File: config.mk
export PLATFORM = sky130hd
export DESIGN_NAME = frame_allocator_clock_replace_top
export DESIGN_NICKNAME = d
export VERILOG_FILES = /design/src/fac_pkg.sv /design/src/fac_map_ram.sv /design/src/fac_free_stack.sv /design/src/fac_flags.sv /design/src/frame_allocator_clock_replace_top.sv
export SDC_FILE = /design/constraint.sdc
export NUM_CORES = 2
export LEC_CHECK = 0
export ABC_AREA = 1
export CORE_MARGIN = 4
export CORE_UTILIZATION = 35
export CTS_CLUSTER_DIAMETER = 40
export DETAILED_ROUTE_END_ITERATION = 12
export DONT_BUFFER_PORTS = 1
export GPL_TIMING_DRIVEN = 0
export PLACE_DENSITY = 0.53
export SKIP_CTS_REPAIR_TIMING = 1
export SLEW_MARGIN = 25
export SYNTH_ARGS = -nofsm -noshare
export SYNTH_HDL_FRONTEND = slang
export SYNTH_SLANG_ARGS = --single-unit
File: constraint.sdc
create_clock -name clk -period 4 [get_ports clk]
set_input_delay 0.4 -clock clk [delete_from_list [all_inputs] [get_ports clk]]
set_output_delay 0.4 -clock clk [all_outputs]
set_load 0.02 [all_outputs]
File: src/fac_pkg.sv
// shared types and constants for the frame allocator with clock replacement
`default_nettype none
package fac_pkg;

	localparam int NUM_FRAMES = 64;
	localparam int OWNER_BITS = 8;
	localparam int VPAGE_BITS = 16;
	localparam int FRAME_W    = $clog2(NUM_FRAMES);
	localparam int COUNT_W    = $clog2(NUM_FRAMES + 1);
	localparam int VISIT_W    = $clog2(2 * NUM_FRAMES);

	typedef logic [FRAME_W-1:0]    frame_t;
	typedef logic [COUNT_W-1:0]    count_t;
	typedef logic [VISIT_W-1:0]    visit_t;
	typedef logic [OWNER_BITS-1:0] owner_t;
	typedef logic [VPAGE_BITS-1:0] vpage_t;

	typedef enum logic [2:0] {
		REQ_ALLOC   = 3'd0,
		REQ_RELEASE = 3'd1,
		REQ_UNLOCK  = 3'd2,
		REQ_MARK    = 3'd3,
		REQ_OWNER   = 3'd4
	} req_e_t;

	typedef enum logic [2:0] {
		ST_FREE_LIST  = 3'd0,
		ST_EVICTED    = 3'd1,
		ST_ALL_LOCKED = 3'd2,
		ST_DONE       = 3'd3,
		ST_ERROR      = 3'd4
	} status_e_t;

	typedef enum logic [2:0] {
		S_IDLE,
		S_EXEC,
		S_POP,
		S_RELEASE,
		S_SWEEP,
		S_EVICT,
		S_RESULT
	} state_e_t;

	// commands into the frame flag table and clock hand unit
	typedef struct packed {
		logic   take;
		logic   release_frame;
		logic   unlock;
		logic   mark;
		logic   mark_dirty;
		logic   sweep_start;
		logic   sweep_step;
		logic   evict_commit;
		frame_t idx;
	} flag_cmd_t;

	// status back from the flag table
	typedef struct packed {
		logic   free_bit;
		logic   locked_bit;
		logic   hit;
		logic   dirty_at_ptr;
		logic   last_visit;
		frame_t ptr;
	} flag_sts_t;

	typedef struct packed {
		frame_t    grant;
		status_e_t status;
		owner_t    m_owner;
		vpage_t    m_vpage;
		logic      m_valid;
		logic      writeback;
	} result_t;

endpackage
`default_nettype wire

File: src/fac_map_ram.sv
// owner and virtual page storage, one write port and one registered read port
`default_nettype none
module fac_map_ram
	import fac_pkg::*;
(
	input  wire logic   clk,
	input  wire logic   we_owner,
	input  wire logic   we_vpage,
	input  wire frame_t waddr,
	input  wire owner_t wowner,
	input  wire vpage_t wvpage,
	input  wire frame_t raddr,
	output logic        [OWNER_BITS-1:0] rowner,
	output logic        [VPAGE_BITS-1:0] rvpage
);

	owner_t owner_mem [NUM_FRAMES];
	vpage_t vpage_mem [NUM_FRAMES];
	owner_t rowner_q;
	vpage_t rvpage_q;

	always_ff @(posedge clk) begin
		if (we_owner) begin
			owner_mem[waddr] <= wowner;
		end
		if (we_vpage) begin
			vpage_mem[waddr] <= wvpage;
		end
		rowner_q <= owner_mem[raddr];
		rvpage_q <= vpage_mem[raddr];
	end

	assign rowner = rowner_q;
	assign rvpage = rvpage_q;

endmodule
`default_nettype wire

File: src/fac_free_stack.sv
// lifo of free frame numbers with registered top read
`default_nettype none
module fac_free_stack
	import fac_pkg::*;
(
	input  wire logic   clk,
	input  wire logic   arst_n,
	input  wire logic   pop,
	input  wire logic   push,
	input  wire frame_t push_frame,
	output count_t      count,
	output frame_t      top_frame
);

	frame_t                  stack_mem [NUM_FRAMES];
	logic [NUM_FRAMES-1:0]   slot_wr_q;
	count_t                  count_q;
	count_t                  pop_pos;
	frame_t                  pop_idx;
	frame_t                  push_idx;
	frame_t                  rd_q;
	frame_t                  ridx_q;
	logic                    rvalid_q;

	assign pop_pos  = count_q - 1'b1;
	assign pop_idx  = pop_pos[FRAME_W-1:0];
	assign push_idx = count_q[FRAME_W-1:0];

	// slots never written since reset hold the frames in descending order
	always_ff @(posedge clk or negedge arst_n) begin
		if (!arst_n) begin
			slot_wr_q <= '0;
			count_q   <= COUNT_W'(NUM_FRAMES);
		end else begin
			if (push) begin
				slot_wr_q[push_idx] <= 1'b1;
				count_q             <= count_q + 1'b1;
			end else if (pop) begin
				count_q <= pop_pos;
			end
		end
	end

	always_ff @(posedge clk) begin
		if (push) begin
			stack_mem[push_idx] <= push_frame;
		end
		rd_q     <= stack_mem[pop_idx];
		rvalid_q <= slot_wr_q[pop_idx];
		ridx_q   <= pop_idx;
	end

	assign count     = count_q;
	assign top_frame = rvalid_q ? rd_q : (FRAME_W'(NUM_FRAMES - 1) - ridx_q);

endmodule
`default_nettype wire

File: src/fac_flags.sv
// per-frame flag bits and the clock hand sweep unit
`default_nettype none
module fac_flags
	import fac_pkg::*;
(
	input  wire logic      clk,
	input  wire logic      arst_n,
	input  wire flag_cmd_t cmd,
	output flag_sts_t      sts
);

	logic [NUM_FRAMES-1:0] free_q;
	logic [NUM_FRAMES-1:0] locked_q;
	logic [NUM_FRAMES-1:0] ref_q;
	logic [NUM_FRAMES-1:0] dirty_q;
	frame_t                hand_q;
	frame_t                ptr_q;
	visit_t                visit_q;
	frame_t                ptr_next;
	logic                  hit;

	assign ptr_next = (ptr_q == FRAME_W'(NUM_FRAMES - 1)) ? '0 : ptr_q + 1'b1;
	assign hit      = !ref_q[ptr_q] && !locked_q[ptr_q];

	always_ff @(posedge clk or negedge arst_n) begin
		if (!arst_n) begin
			free_q   <= '1;
			locked_q <= '0;
			ref_q    <= '0;
			dirty_q  <= '0;
			hand_q   <= '0;
			ptr_q    <= '0;
			visit_q  <= '0;
		end else begin
			if (cmd.take) begin
				free_q[cmd.idx]   <= 1'b0;
				locked_q[cmd.idx] <= 1'b1;
				ref_q[cmd.idx]    <= 1'b0;
				dirty_q[cmd.idx]  <= 1'b0;
			end
			if (cmd.release_frame) begin
				free_q[cmd.idx]   <= 1'b1;
				locked_q[cmd.idx] <= 1'b0;
			end
			if (cmd.unlock) begin
				locked_q[cmd.idx] <= 1'b0;
			end
			if (cmd.mark) begin
				ref_q[cmd.idx] <= 1'b1;
				if (cmd.mark_dirty) begin
					dirty_q[cmd.idx] <= 1'b1;
				end
			end
			if (cmd.sweep_start) begin
				ptr_q   <= hand_q;
				visit_q <= '0;
			end
			// one frame visit per cycle; the pointer parks on the victim
			if (cmd.sweep_step) begin
				ref_q[ptr_q] <= 1'b0;
				if (!hit) begin
					ptr_q   <= ptr_next;
					visit_q <= visit_q + 1'b1;
				end
			end
			if (cmd.evict_commit) begin
				hand_q <= ptr_next;
			end
		end
	end

	assign sts.free_bit     = free_q[cmd.idx];
	assign sts.locked_bit   = locked_q[cmd.idx];
	assign sts.hit          = hit;
	assign sts.dirty_at_ptr = dirty_q[ptr_q];
	assign sts.last_visit   = (visit_q == VISIT_W'(2 * NUM_FRAMES - 1));
	assign sts.ptr          = ptr_q;

endmodule
`default_nettype wire

File: src/frame_allocator_clock_replace_top.sv
// top level of the frame allocator with free list and clock replacement
// usage:
// - request channel: in_valid / in_stall with req_type, frame, owner_id,
//   virtual_page and is_write; a transaction completes when in_valid is high
//   and in_stall is low
// - result channel: out_valid / out_stall, one result transaction per request
// - one request is worked on at a time; in_stall is high from the cycle after
//   acceptance until the request's result has been placed in the output register
// - unlock, access mark, owner change and error cases go from the execute state to the
//   result state, where the output register is loaded; allocate from the free list and
//   release pass the pop or release state in between; the next request is taken in idle
// - allocate with an empty free list runs the clock hand, one frame visit
//   per cycle through the flag table, visiting 1 to 128 frames; all-locked
//   comes after 128 visits
// - the output register holds a result while out_valid is high and out_stall
//   is high; the next request may be accepted meanwhile and waits at its end
//   until the register is free
// - reset: all frames free and unlocked, free list in ascending order with
//   frame 0 on top, clock hand at frame 0, no result pending; no clearing
//   pass is needed, the block accepts requests right after reset
`default_nettype none
module frame_allocator_clock_replace_top
	import fac_pkg::*;
(
	input  wire logic                  clk,
	input  wire logic                  arst_n,
	input  wire logic                  in_valid,
	output logic                       in_stall,
	input  wire logic [2:0]            req_type,
	input  wire logic [FRAME_W-1:0]    frame,
	input  wire logic [OWNER_BITS-1:0] owner_id,
	input  wire logic [VPAGE_BITS-1:0] virtual_page,
	input  wire logic                  is_write,
	output logic                       out_valid,
	input  wire logic                  out_stall,
	output logic [FRAME_W-1:0]         granted_frame,
	output logic [2:0]                 status,
	output logic [OWNER_BITS-1:0]      mapping_owner,
	output logic [VPAGE_BITS-1:0]      mapping_virtual_page,
	output logic                       mapping_valid,
	output logic                       needs_writeback
);

	state_e_t  state_q, state_d;

	// captured request
	req_e_t    req_q;
	frame_t    frame_q;
	owner_t    owner_q;
	vpage_t    vpage_q;
	logic      write_q;

	// staged result and the output register
	result_t   res_q, res_d;
	logic      res_ld;
	result_t   out_q;
	logic      out_valid_q;
	logic      out_free;
	logic      out_ld;

	flag_cmd_t fcmd;
	flag_sts_t fsts;

	logic      pop, push;
	count_t    count;
	frame_t    top_frame;

	logic      we_owner, we_vpage;
	frame_t    waddr, raddr;
	owner_t    rowner;
	vpage_t    rvpage;

	fac_flags u_flags (
		.clk    (clk),
		.arst_n (arst_n),
		.cmd    (fcmd),
		.sts    (fsts)
	);

	fac_free_stack u_stack (
		.clk        (clk),
		.arst_n     (arst_n),
		.pop        (pop),
		.push       (push),
		.push_frame (frame_q),
		.count      (count),
		.top_frame  (top_frame)
	);

	fac_map_ram u_map (
		.clk      (clk),
		.we_owner (we_owner),
		.we_vpage (we_vpage),
		.waddr    (waddr),
		.wowner   (owner_q),
		.wvpage   (vpage_q),
		.raddr    (raddr),
		.rowner   (rowner),
		.rvpage   (rvpage)
	);

	assign in_stall = (state_q != S_IDLE);
	assign out_free = !out_valid_q || !out_stall;

	// mapping memory is read at the sweep pointer while sweeping, otherwise
	// at the requested frame; read data shows up in the following cycle
	assign raddr = (state_q == S_SWEEP) ? fsts.ptr : frame_q;

	always_ff @(posedge clk or negedge arst_n) begin
		if (!arst_n) begin
			state_q <= S_IDLE;
		end else begin
			state_q <= state_d;
		end
	end

	always_comb begin
		state_d  = state_q;
		fcmd     = '0;
		fcmd.idx = frame_q;
		pop      = 1'b0;
		push     = 1'b0;
		we_owner = 1'b0;
		we_vpage = 1'b0;
		waddr    = frame_q;
		res_d    = '0;
		res_d.status = ST_ERROR;
		res_ld   = 1'b0;
		out_ld   = 1'b0;
		case (state_q)
			S_IDLE: begin
				if (in_valid) begin
					state_d = S_EXEC;
				end
			end
			S_EXEC: begin
				// every 6-bit frame number is in range with 64 frames
				state_d = S_RESULT;
				res_ld  = 1'b1;
				case (req_q)
					REQ_ALLOC: begin
						res_ld = 1'b0;
						if (count != '0) begin
							pop     = 1'b1;
							state_d = S_POP;
						end else begin
							fcmd.sweep_start = 1'b1;
							state_d          = S_SWEEP;
						end
					end
					REQ_RELEASE: begin
						if (!fsts.free_bit && count < COUNT_W'(NUM_FRAMES)) begin
							fcmd.release_frame = 1'b1;
							push               = 1'b1;
							res_ld             = 1'b0;
							state_d            = S_RELEASE;
						end
					end
					REQ_UNLOCK: begin
						if (!fsts.free_bit && fsts.locked_bit) begin
							fcmd.unlock  = 1'b1;
							res_d.status = ST_DONE;
						end
					end
					REQ_MARK: begin
						if (!fsts.free_bit) begin
							fcmd.mark       = 1'b1;
							fcmd.mark_dirty = write_q;
							res_d.status    = ST_DONE;
						end
					end
					REQ_OWNER: begin
						if (!fsts.free_bit) begin
							we_owner     = 1'b1;
							res_d.status = ST_DONE;
						end
					end
					default: begin
						res_d.status = ST_ERROR;
					end
				endcase
			end
			S_POP: begin
				fcmd.take    = 1'b1;
				fcmd.idx     = top_frame;
				we_owner     = 1'b1;
				we_vpage     = 1'b1;
				waddr        = top_frame;
				res_d.grant  = top_frame;
				res_d.status = ST_FREE_LIST;
				res_ld       = 1'b1;
				state_d      = S_RESULT;
			end
			S_RELEASE: begin
				res_d.status  = ST_DONE;
				res_d.m_owner = rowner;
				res_d.m_vpage = rvpage;
				res_d.m_valid = 1'b1;
				res_ld        = 1'b1;
				state_d       = S_RESULT;
			end
			S_SWEEP: begin
				fcmd.sweep_step = 1'b1;
				if (fsts.hit) begin
					state_d = S_EVICT;
				end else if (fsts.last_visit) begin
					res_d.status = ST_ALL_LOCKED;
					res_ld       = 1'b1;
					state_d      = S_RESULT;
				end
			end
			S_EVICT: begin
				// victim mapping comes out of the memory before it is overwritten
				fcmd.take         = 1'b1;
				fcmd.idx          = fsts.ptr;
				fcmd.evict_commit = 1'b1;
				we_owner          = 1'b1;
				we_vpage          = 1'b1;
				waddr             = fsts.ptr;
				res_d.grant       = fsts.ptr;
				res_d.status      = ST_EVICTED;
				res_d.m_owner     = rowner;
				res_d.m_vpage     = rvpage;
				res_d.m_valid     = 1'b1;
				res_d.writeback   = fsts.dirty_at_ptr;
				res_ld            = 1'b1;
				state_d           = S_RESULT;
			end
			S_RESULT: begin
				if (out_free) begin
					out_ld  = 1'b1;
					state_d = S_IDLE;
				end
			end
			default: begin
				state_d = S_IDLE;
			end
		endcase
	end

	// request capture and result staging
	always_ff @(posedge clk) begin
		if (state_q == S_IDLE && in_valid) begin
			req_q   <= req_e_t'(req_type);
			frame_q <= frame;
			owner_q <= owner_id;
			vpage_q <= virtual_page;
			write_q <= is_write;
		end
		if (res_ld) begin
			res_q <= res_d;
		end
		if (out_ld) begin
			out_q <= res_q;
		end
	end

	always_ff @(posedge clk or negedge arst_n) begin
		if (!arst_n) begin
			out_valid_q <= 1'b0;
		end else if (out_ld) begin
			out_valid_q <= 1'b1;
		end else if (!out_stall) begin
			out_valid_q <= 1'b0;
		end
	end

	assign out_valid            = out_valid_q;
	assign granted_frame        = out_q.grant;
	assign status               = out_q.status;
	assign mapping_owner        = out_q.m_owner;
	assign mapping_virtual_page = out_q.m_vpage;
	assign mapping_valid        = out_q.m_valid;
	assign needs_writeback      = out_q.writeback;

	// free list never holds more than every frame
	a_count_range: assert property (@(posedge clk) disable iff (!arst_n)
		count <= COUNT_W'(NUM_FRAMES))
		else $error("free list count above frame total");

	// an eviction always names the mapping it removed
	a_evict_mapping: assert property (@(posedge clk) disable iff (!arst_n)
		out_valid && status == ST_EVICTED |-> mapping_valid)
		else $error("eviction without mapping");

	// writeback is only requested for an evicted frame
	a_wb_evict: assert property (@(posedge clk) disable iff (!arst_n)
		out_valid && needs_writeback |-> status == ST_EVICTED)
		else $error("writeback outside eviction");

	// the sweep pointer stays on the victim as the block enters the evict state
	a_victim_unlocked: assert property (@(posedge clk) disable iff (!arst_n)
		state_q == S_SWEEP && fsts.hit |=> state_q == S_EVICT && $stable(fsts.ptr))
		else $error("sweep pointer moved off victim");

	// a result is loaded only when the output register can take it
	a_out_load: assert property (@(posedge clk) disable iff (!arst_n)
		out_valid && out_stall |=> $stable(out_q))
		else $error("stalled result overwritten");

endmodule
`default_nettype wire
**Word-level counts from Yosys, hierarchy flattened**

Memories as Yosys holds them, arrays and structs flattened. A register that Yosys moved wholly into a read port is not among the register bits.
Cells that the tools add are included.

- Latch bits: 0
- RAM bits: 1920
- Memories kept: 3
- Word-level logic and storage cells: 189
- Bits in registers: 461
- Output and inout bits: 37
- ROM bits: 0
- Bits of input ports: 38

- Bitwise logic cells: 13
- $lt $le $gt $ge: 8
- Multiply operators: 0
- Add/sub/neg operators: 5
- Equality and inequality tests: 16
- Mux-type cells: 91
- Divide/modulo/power cells: 0
- Reductions and logical operators: 23
- Shift-type cells: 0

Memories:

| memory | words | width | rd ports | clocked after Yosys merged registers in | wr ports | RTL line | RTL |
|---|---|---|---|---|---|---|---|
| u_map.vpage_mem | 64 | 16 | 1 | 1 | 1 | fac_map_ram.sv:18 | `vpage_t vpage_mem [NUM_FRAMES];` |
| u_map.owner_mem | 64 | 8 | 1 | 1 | 1 | fac_map_ram.sv:17 | `owner_t owner_mem [NUM_FRAMES];` |
| u_stack.stack_mem | 64 | 6 | 1 | 1 | 1 | fac_free_stack.sv:15 | `frame_t stack_mem [NUM_FRAMES];` |

Operator list:

| operator | number |
|---|---|
| $mux 64 | 11 |
| $and 64x64->64 | 6 |
| $or 64x64->64 | 5 |
| $not 64->64 | 2 |
| $mux 1 | 38 |
| $bmux 1 s6 | 6 |
| $mux 6 | 6 |
| $mux 7 | 5 |
| $mux 3 | 10 |
| $pmux 3 s5 | 2 |
| $lt 6x7->1 const B | 4 |
| $pmux 6 s2 | 2 |
| $demux 1 s6 | 3 |
| $ge 6x1->1 const B | 3 |
| $add 7x1->7 const B | 2 |
| $eq 3x2->1 const B | 4 |
| $eq 3x3->1 const B | 4 |
| $pmux 3 s2 | 2 |
| $eq 7x7->1 const B | 1 |
| $logic_and 1x1->1 | 7 |
| $lt 7x7->1 const B | 1 |
| $reduce_bool 7->1 | 1 |
| $sub 7x1->7 const B | 1 |
| $add 6x1->6 const B | 1 |
| other kinds (18) | 29 |

**Depth between registers and ports, before layout**

- Word-level depth: 14
- Gate-level depth with buffers: 23
- Mapped depth without buffers: 19

**Modules after synthesis**

Synthesis repeated with hierarchy kept, for this count alone.

- Cells, all modules: 9530
- Area, all modules: 102010.3 um^2

By module, submodules not included:

| module | area each (um^2) | cells an instance | instances |
|---|---|---|---|
| fac_map_ram | 63313.2 | 5329 | 1 |
| fac_free_stack | 20155.6 | 1999 | 1 |
| fac_flags | 14468.9 | 1898 | 1 |
| frame_allocator_clock_replace_top | 4072.7 | 304 | 1 |

**Least setup slack after synthesis**

OpenSTA, ideal clock, no wires.

- Kind: register to register
- From: reg frame_q[0]
- To: reg res_q[0] (netlist bit) (enable)
- Period minus slack after synthesis: 4068 ps
- Arrival time: 3406 ps
- Stages on the path, launching flop included: 13
- Library setup time: 662 ps
- Setup slack: -68 ps
- Path through: edfxtp_1 -> nand3_2 -> nand3_2 -> buf_2 -> nand2_1 -> nand3_1 -> nand2_1 -> o21ai_0 -> nand2_1 -> nor2_1 -> nand3_1 -> nand2_1 -> nand4_1

- Word-level cells in the longest chain between the ends: 8

Ends and longest elaborated chain:

| item | RTL line | RTL |
|---|---|---|
| from (decl) | frame_allocator_clock_replace_top.sv:48 | `frame_t frame_q;` |
| from (signal assigned) | frame_allocator_clock_replace_top.sv:245 | `frame_q <= frame;` |
| $pmux 6 s2 | frame_allocator_clock_replace_top.sv:130 | `case (state_q)` |
| $bmux 1 s6 | fac_flags.sv:72 | `assign sts.free_bit = free_q[cmd.idx];` |
| $mux 1 (not written as such) | fac_flags.sv:72 |  |
| $logic_not 1->1 | n/a |  |
| $logic_and 1x1->1 | frame_allocator_clock_replace_top.sv:152 | `if (!fsts.free_bit && count < COUNT_W'(NUM_FRAMES)) begin` |
| $mux 1 | frame_allocator_clock_replace_top.sv:152 |  |
| $pmux 1 s2 | frame_allocator_clock_replace_top.sv:140 | `case (req_q)` |
| $pmux 1 s3 | frame_allocator_clock_replace_top.sv:130 |  |
| net res_ld | frame_allocator_clock_replace_top.sv:55 | `logic res_ld;` |
| to (signal assigned) | frame_allocator_clock_replace_top.sv:251 | `res_q <= res_d;` |
| to (decl) | frame_allocator_clock_replace_top.sv:54 | `result_t res_q, res_d;` |

The timed path passes the listed nets, and every way through them passes these cells. The select of a mux whose other input is x is not followed.
A chain may end at the register's enable or synchronous reset.

**Final worst setup path**

- From: reg state_q[0]
- To: reg u_map.rvpage_q[12] (netlist: u_map.rvpage[12]), read port of u_map.vpage_mem

- Word-level cells in the longest chain between the ends: 2

Ends and longest elaborated chain:

| item | RTL line | RTL |
|---|---|---|
| from (decl) | frame_allocator_clock_replace_top.sv:44 | `state_e_t state_q, state_d;` |
| from (signal assigned) | frame_allocator_clock_replace_top.sv:113 | `state_q <= state_d;` |
| $eq 3x3->1 | frame_allocator_clock_replace_top.sv:107 | `assign raddr = (state_q == S_SWEEP) ? fsts.ptr : frame_q;` |
| $mux 6 | frame_allocator_clock_replace_top.sv:107 |  |
| to (decl) | fac_map_ram.sv:20 | `vpage_t rvpage_q;` |

No other way between the ends.

==> impl_metrics.py <==
metrics = {
    "layout": {
        "finalNetCount": 9005,
        "areaGrowthSynthToFinish_pct": 28.2,
        "drive_gt1_share_pct": 18.1,
        "fin_cells": 13000,
        "final_util_pct": 45.2,
        "design_area_sq_um": 125000,
    },
    "clock_network": {
        "cts_tree": "built",
        "clock_sinks": 2411,
        "clk_pin_slew_ps": 60,
        "htreeDepth": 5,
        "insertion_delay_ps": 960,
        "numCtsBuffers": 384,
        "cts_max_path_buffers": 4,
        "root_buffer": "clkbuf_16",
    },
    "detailed_routing": {
        "drc": 0,
        "wire_per_inst_um": 32.7,
        "vias": 77400,
        "drtAntennaViolNets": 0,
        "drtIter0Drc": 12800,
        "routed_via_density": 5.95,
        "wl_um": 425000,
        "first_pass_iters": 8,
    },
    "worst_setup_path": {
        "critPathMaxStageDelay_ps": 780,
        "r2r-end": "u_map.rvpage[12]$_DFF_P_",
        "cp_max_fo": 10,
        "cp.required_ps": 4770,
        "path_class": "reg -> reg",
        "crit_path_end_kind": "flip-flop",
        "r2r_start": "state_q[0]$_DFFE_PN0P_",
        "crit_arrival_ps": 4980,
        "start_kind": "flip-flop",
        "rrSetupSlack_ps": -210,
        "rr_worst_depth": 11,
        "cp_cell_sequence": "nor2_2, nand2_1, clkbuf_4, o21ai_4, buf_2, clkbuf_1, o221ai_1, o211ai_1, nand3_1, nand3_1, nand2_1",
        "crit_slowest_cell": "clkbuf_1",
    },
    "global_route": {
        "grt_start_max_net_pins": 351,
        "first_global_vias": 72100,
        "antenna_found_initial": 30,
        "grt_pass1_wl_um": 572000,
        "grt-ovfl-total": 0,
        "grt_usage_pct": 28.3,
    },
    "sta": {
        "period_share_pct": 105,
        "setup_viol": 261,
        "max_slew.worst_pin.slew_ps": 1340,
        "rsz0062_at_grt": "yes",
        "period_minus_slack_ps": 4210,
        "maxSlewViolCount": 0,
        "fmax_mhz": 238,
        "fin_ws_ps": -209,
        "finalClockSkew_ps": 74.7,
        "holdWs_ps": -828,
        "tns_ps": -8320,
        "hold_viol": 350,
        "slew_headroom_pct": 10.4,
    },
    "floorplanning": {
        "die_h_um": 537,
        "dieArea_sq_um": 288000,
        "core_region_area_sq_um": 277000,
        "io_pins": 75,
        "die_x_um": 537,
        "initial_core_util_pct": 35.3,
        "num_rows": 193,
    },
    "synthesis": {
        "yosysSeqAreaShare_pct": 72.0,
        "yosys_warnings": 0,
        "synth_largest_area_cell": "edfxtp_1",
        "synth-simple-area-share_pct": 10.0,
        "muxShareOfSynthArea_pct": 0,
        "synth-xor-area-share_pct": 0.0896,
        "syn_nets": 8175,
        "synth_ff_type": "edfxtp_1",
        "synth-edff-count": 2024,
        "synth_top_family_by_area": "compound AO/OA/AOI/OAI gates",
        "syn_inst": 8131,
        "synth_top_area_share_pct": 62.2,
        "netlist_top_cells_area": "edfxtp_1 (62%), dfrtp_1 (7.3%), o21ai_0 (6.0%), nor2_1 (5.4%), nand2_1 (2.3%)",
        "synth_compound_area_share_pct": 13.9,
        "syn_area_sq_um": 97800,
        "synth_fa_ha_area_share_pct": 0.0768,
        "avgSynthCellArea_sq_um": 12.0,
        "yosysUniqueCellTypes": 47,
        "ys_ff_latch": 2411,
        "synthArstFlopShare_pct": 14.5,
    },
    "place": {
        "dp_cells": 12100,
        "pre_cts_ws_ps": -1310,
        "gp_congestion": 1.01,
        "io_buffers": 0,
        "hpwl_um": 299000,
        "placed_area_sq_um": 107000,
    },
    "run": {
        "max_cap_violations": 0,
    },
    "power": {
        "peakVddDrop_mv": 0.652,
        "power_density_nw_per_um2": 827,
        "power.leakage_nw": 43.2,
        "p_total_mw": 104,
    },
    "min_path": {
        "hold_path_class": "in -> async",
    },
    "status": {
        "outcome": "finished with violations",
        "violations": "hold timing, setup timing",
    },
}
[power breakdown]
part / switching, mW / internal [mW] / total, mW
Combinational: 29.1 / 8.82 / 37.9
Clock: 13.3 / 21.8 / 35.0
Sequential: 0.910 / 29.9 / 30.8
Total: 43.2 / 60.5 / 104
[placed cells by master, fill, tap and decap left out, drive strengths merged, types with 4 or more instances in the layout]
master       instances
o22ai              362
o221ai             245
a21oi              119
ha                   6
dlygate4sd3         36
edfxtp            2024
clkinvlp            53
xor2                 8
a211oi               5
dfxtp               37
nor3                16
dfrtp              285
clkbuf             862
o21bai              27
o21ai             1187
nand2              605
bufinv              54
nor2              1405
clkinv             151
inv                528
a22oi               67
diode                4
dfstp               65
nand4               56
buf                494
o211ai             228
nand3              345
[layout make-up]
class                           instances  area [sq um]
Antenna cell                            4          10.0
Buffer                                532          2460
Clock buffer                          415          9900
Clock inverter                        303          3780
Fill cell                           25000        152000
Inverter                              483          1860
Multi-Input combinational cell       4703         25400
Sequential cell                      2411         70400
Tap cell                             3705          4640
Timing Repair Buffer                  446          6950
[logic make-up after synthesis]
logic type / Yosys count
xor+xnor: 10
compound gates: 2256
fa+ha+maj: 6
buf+inv: 1018
flops: 2411
simple gates: 2430
[per-layer routing]
metal  global-route usage, %  wire length (um)  vias to the layer above
met2                    41.3            181000                     5791
met5                       0               301                        -
met3                    8.48             57300                     1233
met1                    38.1            161000                    38700
li1                        -                 -                    31600
met4                    14.5             25300                       24
[state kept, by name (all words and copies together), names as in the netlist, 16 cells and up]
name,flops
mapping_virtual_page,16
res_q,35
u_flags.dirty_q,64
u_flags.free_q,64
u_flags.locked_q,64
u_flags.ref_q,64
u_map.owner_mem,512
u_map.rvpage,16
u_map.vpage_mem,1024
u_stack.slot_wr_q,64
u_stack.stack_mem,384
vpage_q,16
[cell usage after synthesis (8+ instances only)]
| master | number |
|---|---|
| edfxtp_1 | 2024 |
| nand2_1 | 604 |
| buf_4 | 10 |
| a21oi_1 | 117 |
| o21ai_0 | 1175 |
| o21ai_1 | 12 |
| nand4_1 | 55 |
| nor2_1 | 1397 |
| o22ai_1 | 362 |
| clkbuf_1 | 458 |
| buf_2 | 38 |
| nand3_1 | 339 |
| inv_2 | 15 |
| o21bai_1 | 27 |
| inv_1 | 465 |
| o211ai_1 | 228 |
| dfstp_2 | 65 |
| dfxtp_1 | 37 |
| xor2_1 | 8 |
| buf_1 | 28 |
| o221ai_1 | 245 |
| a22oi_1 | 67 |
| dfrtp_1 | 285 |
| nor3_1 | 16 |
[worst max-delay path by stage]
stage	from	endpoint	slack, ps
finish	state_q[0]$_DFFE_PN0P_	u_map.rvpage[12]$_DFF_P_	-210
global route	state_q[0]$_DFFE_PN0P_	u_flags.ref_q[16]$_DFF_PN0_	-140
detailed placement	u_flags.ptr_q[3]$_DFF_PN0_	u_map.owner_mem[17][0]$_DFFE_PP_	-1310
floorplan	frame_q[0]$_DFFE_PP_	res_q[0]$_SDFFCE_PP0P_	30
global placement	frame_q[3]$_DFFE_PP_	u_flags.ref_q[26]$_DFF_PN0_	-4020
CTS	u_flags.ptr_q[3]$_DFF_PN0_	u_map.owner_mem[17][3]$_DFFE_PP_	-1390
[critical path: cells and delay by family (launching register included)]
family                 cells  cell delay (ps)
flip-flops                 1              450
AO/OA/AOI/OAI              3             1190
buffers and inverters      3             1670
AND/OR/NAND/NOR            5              710
Power figures use the tool's default switching activity.
